`src/hdl/fepd_pkg.sv`:
```
// shared types for the fax eol / rtc page detector
// request and response payload structs and the stop cause codes
// no dependencies
package fepd_pkg;

   // request kind carried in req_type
   localparam logic ITEM_DATA = 1'b0;
   localparam logic ITEM_TICK = 1'b1;

   typedef enum logic [1:0] {
      STOP_NONE       = 2'd0,
      STOP_DISCONNECT = 2'd1,
      STOP_CARRIER    = 2'd2
   } stop_cause_type;

   typedef struct packed {
      logic       req_type;
      logic [7:0] data_byte;
      logic       carrier_present;
   } req_payload_type;

   typedef struct packed {
      logic [15:0]    page_count;
      logic           eol_seen;
      logic           page_end;
      logic           stopped;
      stop_cause_type stop_cause;
   } rsp_payload_type;

endpackage

```
`src/hdl/fax_eol_rtc_page_detector.sv`:
```
// top level of the fax eol / rtc page detector
// scans received t.4 bytes for eol, rtc and the disconnect string, plus carrier timeout
// depends on fepd_pkg
//
// Every request transaction yields exactly one response transaction, which
// appears in the output register on the cycle after acceptance. The block
// takes one transaction per clock cycle: req_ready is high whenever the
// output register is empty or is being emptied in the same cycle, so the
// sustained rate is one item per cycle and is set only by the response
// handshake. Data bytes are scanned bit 0 first; a run of eleven or more
// zeros followed by a one bit is an end-of-line, six consecutive end-of-lines end a
// page and advance page_count (which starts at one and wraps). A byte stream
// spelling DISCONNECT, or carrier loss for more than timeout_ff
// ticks after the first carrier-less tick, stops the block until reset;
// later items still get a response repeating the page count and stop cause.
// The timeout register is written through the csr port (always ready, reset
// value 30) and should only be changed while the block is idle.
module fax_eol_rtc_page_detector #(
   parameter int TIMER_BITS = 8
) (
   input  logic                     clock,
   input  logic                     reset,
   input  logic                     req_valid,
   output logic                     req_ready,
   input  fepd_pkg::req_payload_type req_payload,
   output logic                     rsp_valid,
   input  logic                     rsp_ready,
   output fepd_pkg::rsp_payload_type rsp_payload,
   input  logic                     csr_valid,
   output logic                     csr_ready,
   input  logic [7:0]               csr_data
);

   localparam logic [3:0] EOL_MIN_ZEROS = 4'd11;
   localparam logic [2:0] RTC_EOLS      = 3'd6;
   localparam logic [3:0] DISC_LEN      = 4'd10;
   localparam logic [7:0] TIMEOUT_RESET = 8'd30;
   // widest of timer and timeout register, for the compare
   localparam int CMP_W = (TIMER_BITS > 8) ? TIMER_BITS : 8;
   localparam logic [TIMER_BITS-1:0] TIMER_MAX = {TIMER_BITS{1'b1}};

   // characters of the disconnect string in match order
   function automatic logic [7:0] disc_char(input logic [3:0] pos);
      logic [7:0] ch;
      case (pos)
         4'd0:    ch = 8'h44; // D
         4'd1:    ch = 8'h49; // I
         4'd2:    ch = 8'h53; // S
         4'd3:    ch = 8'h43; // C
         4'd4:    ch = 8'h4F; // O
         4'd5:    ch = 8'h4E; // N
         4'd6:    ch = 8'h4E; // N
         4'd7:    ch = 8'h45; // E
         4'd8:    ch = 8'h43; // C
         4'd9:    ch = 8'h54; // T
         default: ch = 8'h00;
      endcase
      return ch;
   endfunction

   // zeros before the first one bit, from bit 0 upward
   function automatic logic [3:0] lead_zeros(input logic [7:0] b);
      logic [3:0] n;
      n = 4'd8;
      for (int i = 7; i >= 0; i--) begin
         if (b[i]) begin
            n = 4'(i);
         end
      end
      return n;
   endfunction

   // zeros after the last one bit, from bit 7 downward
   function automatic logic [3:0] trail_zeros(input logic [7:0] b);
      logic [3:0] n;
      n = 4'd8;
      for (int i = 0; i < 8; i++) begin
         if (b[i]) begin
            n = 4'(7 - i);
         end
      end
      return n;
   endfunction

   // configuration
   logic [7:0] timeout_ff;

   // scanner state
   logic [3:0]            zero_run_ff, zero_run_in;
   logic                  eol_pending_ff, eol_pending_in;
   logic [2:0]            eol_run_ff, eol_run_in;
   logic [3:0]            match_pos_ff, match_pos_in;
   logic [15:0]           pages_ff, pages_in;
   logic                  carrier_up_ff, carrier_up_in;
   logic [TIMER_BITS-1:0] ticks_ff, ticks_in;
   logic                  halted_ff, halted_in;
   fepd_pkg::stop_cause_type cause_ff, cause_in;

   // output register
   logic                      rsp_valid_ff;
   fepd_pkg::rsp_payload_type rsp_payload_ff, rsp_payload_in;

   logic       req_accept;
   logic [7:0] byte_val;
   logic [3:0] lead;
   logic [3:0] trail;
   logic [4:0] run_sum;
   logic       eol;
   logic       pend;
   logic       pending_now;
   logic [2:0] eol_run_inc;

   assign req_ready  = !rsp_valid_ff || rsp_ready;
   assign req_accept = req_valid && req_ready;
   assign csr_ready  = 1'b1;
   assign rsp_valid  = rsp_valid_ff;
   assign rsp_payload = rsp_payload_ff;

   assign byte_val = req_payload.data_byte;
   assign lead     = lead_zeros(byte_val);
   assign trail    = trail_zeros(byte_val);
   assign run_sum  = {1'b0, zero_run_ff} + {1'b0, lead};

   always_comb begin
      zero_run_in    = zero_run_ff;
      eol_pending_in = eol_pending_ff;
      eol_run_in     = eol_run_ff;
      match_pos_in   = match_pos_ff;
      pages_in       = pages_ff;
      carrier_up_in  = carrier_up_ff;
      ticks_in       = ticks_ff;
      halted_in      = halted_ff;
      cause_in       = cause_ff;
      eol            = 1'b0;
      pend           = 1'b0;
      pending_now    = 1'b0;
      eol_run_inc    = eol_run_ff + 3'd1;

      if (!halted_ff) begin
         if (req_payload.req_type == fepd_pkg::ITEM_DATA) begin
            // naive string match, a mismatch restarts without retrying this byte
            if (match_pos_ff < DISC_LEN && disc_char(match_pos_ff) == byte_val) begin
               match_pos_in = match_pos_ff + 4'd1;
               if (match_pos_ff + 4'd1 >= DISC_LEN) begin
                  halted_in = 1'b1;
                  cause_in  = fepd_pkg::STOP_DISCONNECT;
               end
            end else begin
               match_pos_in = 4'd0;
            end

            // zero run tracking, long run stays pending until a one bit
            if (eol_pending_ff || run_sum >= {1'b0, EOL_MIN_ZEROS}) begin
               pending_now = 1'b1;
            end else if (byte_val != 8'h00) begin
               zero_run_in = trail;
               eol_run_in  = 3'd0;
            end else begin
               zero_run_in = zero_run_ff + 4'd8;
            end
            eol_pending_in = pending_now;

            if (pending_now && byte_val != 8'h00) begin
               eol_pending_in = 1'b0;
               eol            = 1'b1;
               zero_run_in    = trail;
               eol_run_in     = eol_run_inc;
               if (eol_run_inc >= RTC_EOLS) begin
                  pend       = 1'b1;
                  pages_in   = pages_ff + 16'd1;
                  eol_run_in = 3'd0;
               end
            end
         end else begin
            // carrier tick
            if (req_payload.carrier_present) begin
               carrier_up_in = 1'b1;
               ticks_in      = '0;
            end else if (carrier_up_ff) begin
               carrier_up_in = 1'b0;
               ticks_in      = '0;
            end else if (CMP_W'(ticks_ff) >= CMP_W'(timeout_ff)) begin
               halted_in = 1'b1;
               cause_in  = fepd_pkg::STOP_CARRIER;
            end else if (ticks_ff != TIMER_MAX) begin
               ticks_in = ticks_ff + 1'b1;
            end
         end
      end

      rsp_payload_in.page_count = pages_in;
      rsp_payload_in.eol_seen   = eol;
      rsp_payload_in.page_end   = pend;
      rsp_payload_in.stopped    = halted_in;
      rsp_payload_in.stop_cause = cause_in;
   end

   always_ff @(posedge clock) begin
      if (reset) begin
         timeout_ff     <= TIMEOUT_RESET;
         zero_run_ff    <= 4'd0;
         eol_pending_ff <= 1'b0;
         eol_run_ff     <= 3'd0;
         match_pos_ff   <= 4'd0;
         pages_ff       <= 16'd1;
         carrier_up_ff  <= 1'b1;
         ticks_ff       <= '0;
         halted_ff      <= 1'b0;
         cause_ff       <= fepd_pkg::STOP_NONE;
         rsp_valid_ff   <= 1'b0;
      end else begin
         if (csr_valid) begin
            timeout_ff <= csr_data;
         end
         if (req_accept) begin
            zero_run_ff    <= zero_run_in;
            eol_pending_ff <= eol_pending_in;
            eol_run_ff     <= eol_run_in;
            match_pos_ff   <= match_pos_in;
            pages_ff       <= pages_in;
            carrier_up_ff  <= carrier_up_in;
            ticks_ff       <= ticks_in;
            halted_ff      <= halted_in;
            cause_ff       <= cause_in;
            rsp_valid_ff   <= 1'b1;
         end else if (rsp_ready) begin
            rsp_valid_ff <= 1'b0;
         end
      end
   end

   // payload register, no reset needed
   always_ff @(posedge clock) begin
      if (req_accept) begin
         rsp_payload_ff <= rsp_payload_in;
      end
   end

endmodule

```
`config.mk`:
```
export PLATFORM = sky130hd
export DESIGN_NAME = fax_eol_rtc_page_detector
export DESIGN_NICKNAME = d
export VERILOG_FILES = /design/src/hdl/fepd_pkg.sv /design/src/hdl/fax_eol_rtc_page_detector.sv
export SDC_FILE = /design/constraint.sdc
export NUM_CORES = 1
export LEC_CHECK = 0
export BUFFER_PORTS_ARGS = -buffer_cell sky130_fd_sc_hd__buf_4
export CORE_MARGIN = 2
export CORE_UTILIZATION = 53
export CTS_CLUSTER_DIAMETER = 120
export DETAILED_ROUTE_END_ITERATION = 12
export PLACE_DENSITY = 0.87
export SLEW_MARGIN = 40
export SYNTH_ARGS = -nofsm -noshare
export SYNTH_HDL_FRONTEND = slang
export SYNTH_SLANG_ARGS = --single-unit
```
`constraint.sdc`:
```
create_clock -name clock -period 3.3 [get_ports clock]
set_input_delay 0.495 -clock clock [delete_from_list [all_inputs] [get_ports clock]]
set_output_delay 0.495 -clock clock [all_outputs]
set_load 0.02 [all_outputs]
```
== After elaboration in Yosys (flattened, before gate mapping) ==
Memories as Yosys holds them, arrays and structs flattened. A register that Yosys moved wholly into a read port is not among the register bits.
Cells that the tools add are included.
Word-level totals
  flip-flop bits (word level): 70
  latch bits: 0
  RAM bits: 0
  ROM bits: 96
  input port bits: 23
  memories kept: 1
Memory list
  (name not given): words 16, width 6, rd ports 1, clocked after memory_dff 1, wr ports 0, line fax_eol_rtc_page_detector.sv:45  | case (pos)
Cells by class
  $add $sub $neg: 6
  multipliers: 0
  divide/modulo/power cells: 0
  order comparisons: 5
  equal/unequal tests: 4
  shifts and indexed selects: 0
  muxes and demuxes: 59
  bitwise operators: 3
  reduce and logical (&&, ||, !) cells: 17
Operators with widths (number)
  4-bit two-way mux: 22
  16-bit two-way mux: 4
  8-bit two-way mux: 6
  16-bit by 1-bit adder with 16-bit output, second input constant: 1
  1-bit two-way mux: 16
  2-bit two-way mux: 7
  3-bit two-way mux: 4
  5-bit AND reduction: 2
  8-bit by 1-bit adder with 8-bit output, second input constant: 1
  8-bit == test: 1
  8-bit >= comparator: 1
  8-bit != test, second input constant: 1
  8-bit nonzero test: 1
  3-bit AND reduction: 2
  4-bit by 4-bit adder with 5-bit output: 1
  5-bit by 4-bit >= comparator with 1-bit output, second input constant: 1
  4-bit by 1-bit adder with 4-bit output, second input constant: 1
  4-bit adder, second input constant: 1
  4-bit >= comparator, second input constant: 1
  4-bit less-than comparator, second input constant: 1
  4-bit AND reduction: 1
  2-bit nonzero test: 2
  3-bit by 1-bit adder with 3-bit output, second input constant: 1
  3-bit >= comparator, second input constant: 1
  other kinds (9): 14

== Depth between registers and ports, before layout ==
Gate-level depths: netlist (run 1).
  depth in word-level cells: 18
  mapped depth: 13
  gate-level depth less buffers: 12

== Worst setup path before layout (run 1) ==
No wires, ideal clock.
  kind: input port to flip-flop
  start: in req_payload[5] (netlist bit)
  end: reg rsp_payload_ff (netlist bit rsp_payload[15]), data pin
  setup time: 259 ps
  arrival: 2815 ps
  setup slack: 227 ps
  cell stages on the path: 10
  path buffers: 1
  path through: or4_1 nor2b_1 ha_1 a21oi_1 xor2_1 o21a_1 nor3_1 buf_2 nand2_1 xnor2_1
Between the ends
  word-level cells in the longest chain between the ends: 15
Ends and longest elaborated chain
  start, declared: line fax_eol_rtc_page_detector.sv:25  | input fepd_pkg::req_payload_type req_payload,
  4-bit two-way mux (5 in series): line fax_eol_rtc_page_detector.sv:66  | if (b[i]) begin
  4-bit by 4-bit adder with 5-bit output: line fax_eol_rtc_page_detector.sv:122  | assign run_sum = {1'b0, zero_run_ff} + {1'b0, lead};
  5-bit by 4-bit >= comparator with 1-bit output: line fax_eol_rtc_page_detector.sv:153  | if (eol_pending_ff || run_sum >= {1'b0, EOL_MIN_ZEROS}) begin
  1-bit logical OR: line fax_eol_rtc_page_detector.sv:153
  1-bit two-way mux: line fax_eol_rtc_page_detector.sv:153
  1-bit two-way mux: line fax_eol_rtc_page_detector.sv:140  | if (req_payload.req_type == fepd_pkg::ITEM_DATA) begin
  1-bit two-way mux: line fax_eol_rtc_page_detector.sv:139  | if (!halted_ff) begin
  1-bit logical AND (*): line fax_eol_rtc_page_detector.sv:163  | if (pending_now && byte_val != 8'h00) begin
  16-bit two-way mux (*): line fax_eol_rtc_page_detector.sv:163
  16-bit two-way mux (*): line fax_eol_rtc_page_detector.sv:140
  16-bit two-way mux (*): line fax_eol_rtc_page_detector.sv:139
  net pages_in[10]: line fax_eol_rtc_page_detector.sv:93  | logic [15:0] pages_ff, pages_in;
  end signal, assigned: line fax_eol_rtc_page_detector.sv:235  | rsp_payload_ff <= rsp_payload_in;
  end, declared: line fax_eol_rtc_page_detector.sv:101  | fepd_pkg::rsp_payload_type rsp_payload_ff, rsp_payload_in;
Mark *: on every way through the listed nets, which the timed path passes. The rest lies on a longest branch. The select of a mux whose other input is x is not followed.
A chain may end at the register's enable or synchronous reset.

== Final worst setup path (run 1) ==
  start: in req_payload[5] (netlist bit)
  end: reg rsp_payload_ff (netlist bit rsp_payload[6]), data pin
The elaborated chain is that of the path after synthesis.

==> out/qor.yml, run 1 <==
run_status:
  status: "finished clean"
timing:
  tightest_slew_ns: 0.651
  period_minus_slack_ns: 2.82
  setup_tns_ns: 0
  hold_violations: 0
  rsz0062_at_grt: "no"
  relSlewSlack_pct: 56.6
  hold_ws_ns: 0.367
  max_freq_mhz: 355
  setup_viol: 0
  fin_skew_ns: 0.0103
  drv_slew: 0
  fin_crit_sh_pct: 85.4
clock_tree:
  clock_path_buffers: 2
  cts-root-buf: "clkbuf_8"
  cts_setup_buffers: 0
  cts_inserted_buffers: 9
  cts-hold-fix-buffers: 0
  cts.sinks: 76
  h-tree-depth: 3
  clk_pin_slew_worst_paths_ns: 0.08
  cts-resized-gates: 0
  clk_latency_ns: 0.35
  tritoncts: "done"
final_layout:
  ff_latch_area_mm2: 0.00173
  multiInputGateArea_mm2: 0.00218
  syn2layout_area_growth_pct: 15.2
  finalNetCount: 531
  diodes: 0
  drive_gt1_share_pct: 18.4
  finalNonFillerCells: 588
  fillers: 588
global_routing:
  grt_overflow_total: 0
  antenna_found_initial: 0
  track_usage_pct: 19.6
  grt_pass1_wl_um: 13400
  grt_max_degree: 36
  grt_pass1_vias: 3096
logic_synthesis:
  synthesis.nets: 483
  synth_common_cells: "55 x dfxtp_1, 40 x nor2_1, 31 x nand2_1"
  synthCells: 436
  synth.distinct_cells: 64
  synth_top_cell_area_share_pct: 27.0
  synth_async_sr_flop_share_pct: 0
  ys_warn_count: 0
  synth_edf_count: 21
  synthTopCellsByArea: "dfxtp_1 27%, edfxtp_1 15%, ha_1 7.1%"
  ys_seq_area_share_pct: 42.4
  syn_area_mm2: 0.00408
  synth_ff_type: "dfxtp_1"
  synth_top_cell_by_area: "dfxtp_1"
  avgSynthCellArea_um2: 9.36
  synth-seq-cells: 76
  synth.most_common_cell: "dfxtp_1"
pwr:
  p_leak_uw: 0.00194
  max-vdd-ir-drop_mv: 0.268
  powerDensity_mw_per_mm2: 374
critical_path:
  startpoint_type: "input pin"
  cp-end-kind: "register"
  path_buf_inv: 2
  crit_arrival_ns: 2.92
  cp_max_fo: 13
  slowest_stage: "or4_1"
  cp_top_family: "simple AND/OR/NAND/NOR gates"
  path_cells: "buf_4, or4_1, nor2b_1, ha_1, a21o_1, a211oi_1, o21a_1, nor3_1, buf_4, mux2_2"
  criticalPathCategory: "input pin to register"
  crit_top_cell: "buf_4"
  required_ns: 3.41
  max_stage_delay_ns: 0.56
  ff2ff_setup_slack_ns: 0.83
route:
  drc: 0
  route.final.wire_length_um: 7940
  ant_nets: 0
  wl_per_cell_um: 13.5
  vias: 3237
  vias_per_cell: 5.51
  dr.first_iter.drc_count: 114
  first_pass_iters: 4
floorplan:
  die-width_um: 91.8
  die_h_um: 91.8
  coreArea_mm2: 0.00737
  row_count: 31
  initial_core_util_pct: 55.4
  ios: 47
  dieArea_mm2: 0.00842
placed_design:
  hpwl_um: 5660
  portBuffers: 45
  gp_congestion: 0.862
  dp_cells: 572
job:
  drv_cap: 0
worst_hold_path:
  hp-class: "input pin to register"
-- power by group --
group / switching, µW / total, µW / internal (µW) / leakage [µW]
clock network: 340 / 611 / 271 / 0.0000783
registers: 8.84 / 987 / 978 / 0.000652
logic: 96.6 / 163 / 66.5 / 0.00121
total: 446 / 1760 / 1320 / 0.00194
-- area by class of cell --
class | count | area share, %
clock buffers | 10 | 2.71
repair buffers | 55 | 8.78
well taps | 99 | 2.63
inverters | 22 | 1.76
clock inverters | 6 | 0.878
flip-flops and latches | 76 | 36.8
multi-input cells | 320 | 46.4
-- cell usage in the layout, fill, tap and decap left out, types with 2 or more instances in the layout --
| cell type | netlist | layout |
|---|---|---|
| o21ai_1 | 3 | 2 |
| nand2b_1 | 8 | 8 |
| buf_4 | 4 | 55 |
| inv_1 | 22 | 22 |
| clkinvlp_4 | 0 | 3 |
| nor3_1 | 13 | 13 |
| and4_1 | 3 | 3 |
| o211ai_1 | 5 | 5 |
| xor2_1 | 22 | 22 |
| and3_1 | 6 | 6 |
| clkbuf_8 | 0 | 9 |
| dfxtp_1 | 55 | 55 |
| nand3_1 | 18 | 18 |
| nand4_1 | 8 | 8 |
| nand3b_1 | 4 | 4 |
| edfxtp_1 | 21 | 21 |
| nand2_2 | 2 | 2 |
| o21ai_2 | 2 | 3 |
| nor3b_1 | 2 | 2 |
| or3_1 | 2 | 2 |
| clkinv_2 | 0 | 2 |
| nor2b_1 | 2 | 2 |
| a31o_2 | 4 | 4 |
| a21o_1 | 7 | 7 |
| xnor2_1 | 20 | 20 |
| nor4_1 | 4 | 4 |
| o21ai_0 | 9 | 9 |
| or4_1 | 4 | 4 |
| mux2i_1 | 7 | 7 |
| o21bai_1 | 2 | 2 |
| o21a_1 | 2 | 2 |
| nor2_1 | 40 | 40 |
| nand2_1 | 31 | 31 |
| a21oi_1 | 28 | 28 |
| a211oi_1 | 4 | 4 |
| and2_1 | 8 | 8 |
| ha_1 | 23 | 23 |
-- worst min-delay path: stages --
cell and delay [ns]:
buf_4 0.08, nand2_1 0.04, o211ai_1 0.06
-- sequential cells by signal, summed over array words and instances, names as in the netlist, named ones only --
name            cells
rsp_payload        21
pages_ff           16
ticks_ff            8
timeout_ff          8
match_pos_ff        4
zero_run_ff         4
eol_run_ff          3
cause_ff            2
carrier_up_ff       1
eol_pending_ff      1
halted_ff           1
rsp_valid           1
-- routing by layer --
metal / track usage (%) / vias up / share of wire (%)
met5: 0 / - / 0
met4: 7.96 / 0 / 1.4
met3: 3.12 / 12 / 5.0
met2: 35.6 / 77 / 50
met1: 22.8 / 1505 / 43
li1: - / 1643 / -
-- final timing paths --
kind	end	cells past startpoint	startpoint
max	rsp_payload[6]$_DFFE_PP_	10	req_payload[5]
min	timeout_ff[3]$_SDFFE_PP1P_	3	csr_data[3]
max reg2reg	rsp_payload[6]$_DFFE_PP_	8	zero_run_ff[0]$_SDFFE_PP0P_
min reg2reg	eol_pending_ff$_SDFFE_PP0P_	2	eol_pending_ff$_SDFFE_PP0P_
-- metrics by stage --
stage	area, µm²	setup WS (ns)	utilization, %	total power (µW)
floorplan	4080	0.227	-	1100
global placement	4530	0.0419	61.5	1160
detailed placement	4530	0.130	61.5	1170
CTS	4700	0.483	63.8	1770
global route	4700	0.312	63.8	1830
finish	4700	0.480	63.8	1760
-- cells by family (layout without fill, tap and decap cells) --
family,count (synthesis),count (layout),share of synthesized area [%]
compound gates,81,81,13.4
xor+xnor,42,42,9.01
fa+ha+maj,24,24,7.54
buf+inv,40,93,4.17
flops,76,76,42.4
mux,8,8,1.99
other cells,1,1,0.0919
simple gates,164,164,21.3
Note: power is estimated with default switching activity, not from simulation.
==> run 2, diff against run 1 <==
--- a/config.mk
+++ b/config.mk
@@ -5,12 +5,13 @@
 export SDC_FILE = /design/constraint.sdc
 export NUM_CORES = 1
 export LEC_CHECK = 0
+export ABC_AREA = 1
 export BUFFER_PORTS_ARGS = -buffer_cell sky130_fd_sc_hd__buf_4
 export CORE_MARGIN = 2
-export CORE_UTILIZATION = 53
+export CORE_UTILIZATION = 54
 export CTS_CLUSTER_DIAMETER = 120
 export DETAILED_ROUTE_END_ITERATION = 12
-export PLACE_DENSITY = 0.87
+export PLACE_DENSITY = 0.88
 export SLEW_MARGIN = 40
 export SYNTH_ARGS = -nofsm -noshare
 export SYNTH_HDL_FRONTEND = slang
==> out/qor.yml, run 2 <==
floorplan:
  die_h_um: 95.2  # +3.8%
  coreArea_mm2: 0.00813  # +10%
  row_count: 33  # +6.5%
  initial_core_util_pct: 55.3  # -0.13 points
  die-width_um: 95.2  # +3.8%
  ios: 47  # unchanged
  dieArea_mm2: 0.00907  # +7.7%
route:
  dr.first_iter.drc_count: 217  # +90%
  drc: 0  # unchanged
  ant_nets: 0  # unchanged
  vias: 4021  # +24%
  first_pass_iters: 5  # +1
  vias_per_cell: 5.40  # -2.0%
  wl_per_cell_um: 12.7  # -6.0%
  route.final.wire_length_um: 9460  # +19%
clock_tree:
  cts_setup_buffers: 0  # unchanged
  cts_inserted_buffers: 9  # unchanged
  cts-resized-gates: 0  # unchanged
  tritoncts: "done"
  clk_pin_slew_worst_paths_ns: 0.08  # about the same
  cts.sinks: 76  # unchanged
  h-tree-depth: 3  # unchanged
  clock_path_buffers: 2  # unchanged
  clk_latency_ns: 0.36  # about the same
  cts-root-buf: "clkbuf_8"
  cts-hold-fix-buffers: 0  # unchanged
timing:
  fin_ws_ns: 0.600  # +0.119 ns
  fin_crit_sh_pct: 81.8  # -3.6 points
  hold_violations: 0  # unchanged
  fin_skew_ns: 0.0139  # +0.00355 ns
  drv_slew: 0  # unchanged
  setup_tns_ns: 0  # unchanged
  relSlewSlack_pct: 60.1  # +3.5 points
  setup_viol: 0  # unchanged
  period_minus_slack_ns: 2.70  # -0.119 ns
  hold_ws_ns: 0.346  # -0.0209 ns
  rsz0062_at_grt: "no"
  tightest_slew_ns: 0.598  # -0.0529 ns
  max_freq_mhz: 370  # +4.4%
final_layout:
  drive_gt1_share_pct: 16.9  # -1.5 points
  largest_reg_flops: 21  # unchanged
  final_common_cell: "nand2_1"
  finalNetCount: 682  # +28%
  mostFrequentLayoutCells: "127 x nand2_1, 86 x inv_1, 55 x dfxtp_1"
  fillers: 684  # +16%
  diodes: 0  # unchanged
  ff_latch_area_mm2: 0.00173  # unchanged
  multiInputGateArea_mm2: 0.00233  # +6.6%
  syn2layout_area_growth_pct: 12.8
pwr:
  switching_power_uw: 567  # +27%
  max-vdd-ir-drop_mv: 0.189  # -30%
  finalPower_uw: 1990  # +13%
  power.share.clock_pct: 31.5  # -3.2 points
  swShare_pct: 28.5  # +3.1 points
  powerDensity_mw_per_mm2: 393  # +4.9%
  combPwrFrac_pct: 15.7  # +6.4 points
  p_int_uw: 1420  # +8.3%
  pwr-share-seq_pct: 52.8  # -3.2 points
  p_leak_uw: 0.00244  # +26%
logic_synthesis:
  synth-seq-cells: 76  # unchanged
  synth_top_cell_area_share_pct: 24.5  # -2.5 points
  avgSynthCellArea_um2: 7.62  # -19%
  synthCells: 590  # +35%
  synthesis.nets: 637  # +32%
  synth_async_sr_flop_share_pct: 0  # unchanged
  synth.distinct_cells: 50  # -22%
  synth.most_common_cell: "nand2_1"
  ys_warn_count: 0  # unchanged
  synth_edf_count: 21  # unchanged
  ys_seq_area_share_pct: 38.5  # -3.9 points
  synthTopCellsByArea: "dfxtp_1 24%, edfxtp_1 14%, nand2_1 11%"
  synth_top_cell_by_area: "dfxtp_1"
  synth_ff_type: "dfxtp_1"
  syn_area_mm2: 0.00449  # +10%
  synth_common_cells: "127 x nand2_1, 86 x inv_1, 55 x dfxtp_1"
worst_hold_path:
  hold_end: "timeout_ff[3]$_SDFFE_PP1P_"
  min_from: "csr_data[3]"
  hp-class: "input pin to register"
  hold-path-cell-count: 3  # unchanged
critical_path:
  crit_arrival_ns: 3.00  # +0.08 ns
  cp_max_fo: 16  # +3
  path_buf_inv: 3  # +1
  ff2ff_setup_slack_ns: 1.08  # +0.25 ns
  startpoint_type: "input pin"
  r2r_end: "pages_ff[3]$_SDFFE_PP0P_"
  cp_top_family: "simple AND/OR/NAND/NOR gates"
  required_ns: 3.60  # +0.19 ns
  worst_r2r_startpoint: "zero_run_ff[0]$_SDFFE_PP0P_"
  slowest_stage: "fa_1"
  rr_worst_depth: 13  # +5
  cp-end-kind: "register"
  path_cells: "buf_4, or2_1, a31oi_1, nor2_1, nor2_1, nor2_1, ha_1, fa_1, nand2_1, inv_1, o21ai_2, nand3_2, nand2_2, nand2_1, nor2_2, nand3_1, nand3_1, nand2_1, inv_1"
  criticalPathCategory: "input pin to register"
  max_stage_delay_ns: 0.39  # -0.17 ns
global_routing:
  grtUsageMet1_pct: 25.6  # +2.8 points
  grt_overflow_total: 0  # unchanged
  grt_max_degree: 48  # +33%
  grt_util_met2_pct: 38.7  # +3.1 points
  track_usage_pct: 21.8  # +2.3 points
  grt_util_met3_pct: 4.35  # +1.2 points
  grt_pass1_vias: 3710  # +20%
  grt_pass1_wl_um: 15700  # +17%
  grt-busiest-layer: "met2"
  antenna_found_initial: 0  # unchanged
placed_design:
  hpwl_um: 6890  # +22%
  place_worst_setup_slack_ns: 0.205  # +0.0744 ns
  gp_congestion: 0.900  # +4.4%
  portBuffers: 45  # unchanged
job:
  drv_cap: 0  # unchanged
run_status:
  status: "finished clean"
run 2: changes by cell type after synthesis, sizes merged, moves of 11 or more:
cell / delta
nand2: +106
o21ai: +12
xnor2: -18
nand4: +16
xor2: -19
a21oi: +22
nand3: +36
nor2: +11
inv: +69
run 2: power groups by stage:
stage	registers, µW	clock network (µW)	logic, µW
2_1_floorplan	1090	0	190
3_3_place_gp	1070	0	298
3_5_place_dp	1070	0	311
4_1_cts	1050	634	313
5_1_grt	1060	679	347
6_report	1050	628	313
run 2: cells by family after synthesis:
family | synth area share [%]
flops | 38.5
simple gates | 32.9
other cells | 0.0834
fa+ha+maj | 6.85
compound gates | 11.1
xor+xnor | 0.975
buf+inv | 9.66
run 2: how the worst max path moves through the flow:
stage,startpoint,endpoint,cells after the start
after floorplan,req_payload[8],rsp_payload[5]$_DFFE_PP_,16
after global placement,req_payload[8],pages_ff[11]$_SDFFE_PP0P_,19
after detailed placement,req_payload[8],pages_ff[7]$_SDFFE_PP0P_,19
after CTS,req_payload[8],pages_ff[7]$_SDFFE_PP0P_,19
after global routing,req_payload[8],pages_ff[11]$_SDFFE_PP0P_,19
final,req_payload[8],pages_ff[3]$_SDFFE_PP0P_,19
run 2: final cells by class:
cell class,count,share of cell area [%]
Timing Repair Buffer,48,7.11
Sequential cell,76,34.2
Inverter,92,6.91
Clock inverter,2,0.247
Tap cell,105,2.59
Multi-Input combinational cell,408,46.0
Clock buffer,14,3.01
run 2: metrics by stage:
stage,util [%],cells,area [µm²]
5_1_grt,62.3,745,5070
2_1_floorplan,-,590,4490
3_5_place_dp,60.3,729,4900
3_3_place_gp,60.3,729,4900
6_report,62.3,745,5070
4_1_cts,62.3,745,5070
run 2: per-layer routing:
| metal | vias to the layer above | wire [µm] |
|---|---|---|
| li1 | 2030 | - |
| met2 | 132 | 4890 |
| met3 | 17 | 584 |
| met4 | 0 | 180 |
| met5 | - | 0 |
| met1 | 1842 | 3800 |
run 2: worst reg2reg max path, cell delays in order (launching register included):
cell and delay, ns:
dfxtp_1 0.32, ha_1 0.22, fa_1 0.39, nand2_1 0.11
inv_1 0.05, o21ai_2 0.11, nand3_2 0.12, nand2_2 0.26
nand2_1 0.11, nor2_2 0.16, nand3_1 0.11, nand3_1 0.09
nand2_1 0.05, inv_1 0.04
==> run 3, diff against run 2 <==
==> constraint.sdc (replaced) <==
create_clock -name clock -period 2.2 [get_ports clock]
set_input_delay 0.33 -clock clock [delete_from_list [all_inputs] [get_ports clock]]
set_output_delay 0.33 -clock clock [all_outputs]
set_load 0.02 [all_outputs]
==> out/qor.yml, run 3 (same netlist as run 2, synthesis figures left out) <==
run_status:
  status: "finished with violations"
  violations: "negative setup slack"
critical_path:
  cp_max_fo: 6  # -10
  cp_top_family: "simple AND/OR/NAND/NOR gates"
  slowest_stage: "fa_2"
  crit_top_cell: "nor2_1"
  path_cells: "buf_6, or2_4, a31oi_1, nor2_1, nor2_1, nor2_1, ha_2, fa_2, nand2_2, o21ai_2, nand3_2, a21oi_4, buf_4, nand4_1, nand2_1, inv_1"
  required_ns: 2.32  # -1.28 ns
  criticalPathCategory: "input pin to register"
  r2r_end: "rsp_payload[20]$_DFFE_PP_"
  ff2ff_setup_slack_ns: -0.05  # -1.13 ns
  path_depth: 16  # -3
  rr_worst_depth: 10  # -3
  worst_r2r_startpoint: "zero_run_ff[0]$_SDFFE_PP0P_"
  crit_arrival_ns: 2.68  # -0.32 ns
  cp-end-kind: "register"
  path_buf_inv: 3  # unchanged
  max_stage_delay_ns: 0.53  # +0.14 ns
  startpoint_type: "input pin"
clock_tree:
  cts-root-buf: "clkbuf_8"
  tritoncts: "done"
  clock_path_buffers: 2  # unchanged
  clk_latency_ns: 0.36  # about the same
  clk_pin_slew_worst_paths_ns: 0.08  # about the same
  cts_inserted_buffers: 9  # unchanged
  h-tree-depth: 3  # unchanged
  cts.sinks: 76  # unchanged
  cts-hold-fix-buffers: 0  # unchanged
timing:
  period_minus_slack_ns: 2.56
  rsz0062_at_grt: "yes"
  fin_crit_sh_pct: 116
  setup_tns_ns: -9.67  # -9.67 ns
  drv_slew: 0  # unchanged
  tightest_slew_ns: 0.527  # -0.0709 ns
  relSlewSlack_pct: 64.8  # +4.8 points
  setup_viol: 39  # +39
  hold_violations: 0  # unchanged
  max_freq_mhz: 390
  fin_skew_ns: 0.0134  # -0.000497 ns
  fin_ws_ns: -0.363  # -0.962 ns
route:
  wl_per_cell_um: 14.3  # +12%
  vias_per_cell: 5.60  # +3.8%
  first_pass_iters: 5  # unchanged
  ant_nets: 0  # unchanged
  dr.first_iter.drc_count: 256  # +18%
  drc: 0  # unchanged
  vias: 4371  # +8.7%
  route.final.wire_length_um: 11100  # +18%
final_layout:
  finalNetCount: 717  # +5.1%
  syn2layout_area_growth_pct: 24.4
  diodes: 0  # unchanged
  ff_latch_area_mm2: 0.00173  # unchanged
  final_common_cell: "nand2_1"
  drive_gt1_share_pct: 25.0  # +8.2 points
  fillers: 591  # -14%
  largest_reg_flops: 21  # unchanged
  multiInputGateArea_mm2: 0.00247  # +6.2%
  fin_util_pct: 68.7  # +6.4 points
  mostFrequentLayoutCells: "121 x nand2_1, 86 x inv_1, 71 x buf_4"
placed_design:
  portBuffers: 45  # unchanged
  place_worst_setup_slack_ns: -0.645  # -0.850 ns
  gp_congestion: 0.905  # +0.56%
  hpwl_um: 7190  # +4.3%
floorplan:
  ios: 47  # unchanged
  dieArea_mm2: 0.00907  # unchanged
  row_count: 33  # unchanged
  die_h_um: 95.2  # unchanged
  die-width_um: 95.2  # unchanged
  coreArea_mm2: 0.00813  # unchanged
  initial_core_util_pct: 55.3  # unchanged
global_routing:
  antenna_found_initial: 0  # unchanged
  grt_max_degree: 48  # unchanged
  grt_pass1_vias: 4080  # +10%
  grt_overflow_total: 0  # unchanged
  track_usage_pct: 24.6  # +2.8 points
  grt_pass1_wl_um: 17900  # +14%
pwr:
  pwr-share-seq_pct: 47.0  # -5.8 points
  powerDensity_mw_per_mm2: 601  # +53%
  swShare_pct: 27.1  # -1.3 points
  switching_power_uw: 910  # +61%
  combPwrFrac_pct: 16.7  # +1.0 points
  max-vdd-ir-drop_mv: 0.350  # +85%
  p_int_uw: 2450  # +72%
  p_leak_uw: 0.00267  # +9.4%
  power.share.clock_pct: 36.3  # +4.8 points
worst_hold_path:
  hold_end: "timeout_ff[1]$_SDFFE_PP1P_"
  hold-path-cell-count: 3  # unchanged
  min_from: "csr_data[1]"
  hp-class: "input pin to register"
job:
  drv_cap: 0  # unchanged
-- run 3: cell count changes in the layout (fill, tap and decap cells not counted), sizes merged --
cell,delta
buf,+35
bufinv,+2
clkbuf,-2
-- run 3: worst max path at each step --
stage,startpoint,to
2_1_floorplan,req_payload[8],rsp_payload[5]$_DFFE_PP_
3_3_place_gp,req_payload[8],rsp_payload[5]$_DFFE_PP_
3_5_place_dp,req_payload[8],rsp_payload[5]$_DFFE_PP_
4_1_cts,req_payload[8],rsp_payload[5]$_DFFE_PP_
5_1_grt,req_payload[8],pages_ff[9]$_SDFFE_PP0P_
6_report,req_payload[8],rsp_payload[20]$_DFFE_PP_
-- run 3: metal layers --
layer / vias up / routed length (µm) / part of all wire (%) / GRT usage [%]
met1: 1980 / 4260 / 38 / 29.9
met2: 223 / 5560 / 50 / 42.7
met5: - / 0 / 0 / 0
met3: 64 / 778 / 7.0 / 3.40
met4: 0 / 535 / 4.8 / 12.2
li1: 2104 / - / - / -
-- run 3: cell type report --
cell class | instances | area share (%)
clock buffer | 12 | 2.78
inverter | 92 | 6.27
clock inverter | 4 | 1.28
multi-input combinational | 408 | 44.2
timing repair buffer | 83 | 12.1
sequential | 76 | 31.0
tap | 105 | 2.35
-- run 3: repair_timing --
item | in CTS | in global routing
setup buffers | 7 | 5
setup endpoints to repair | 39 | 39
resized for setup | 23 | 20
pin swaps | 13 | 14
-- run 3: worst register-to-register path, stage by stage (launching register included) --
cell and delay (ns):
dfxtp_1 0.33, ha_2 0.20, fa_2 0.53, nand2_2 0.05, o21ai_2 0.05, nand3_2 0.12
a21oi_4 0.29, buf_4 0.21, nand4_1 0.08, nand2_1 0.10, inv_1 0.04
-- run 3: stage by stage --
| stage | instance area (µm²) | hold slack, ns | total power [µW] | std cells |
|---|---|---|---|---|
| CTS | 5490 | 0.189 | 3320 | 777 |
| global placement | 5090 | 0.453 | 2080 | 754 |
| detailed placement | 5090 | 0.459 | 2100 | 754 |
| floorplan | 4500 | 0.436 | 1920 | 590 |
| finish | 5590 | 0.189 | 3360 | 780 |
| global route | 5590 | 0.198 | 3480 | 780 |
-- run 3: power by group through the flow --
stage          sequential [µW]  combinational (µW)  clock (µW)
2_1_floorplan             1630                 286           0
3_3_place_gp              1600                 479           0
3_5_place_dp              1610                 496           0
4_1_cts                   1580                 528        1220
5_1_grt                   1590                 615        1280
6_report                  1580                 559        1220
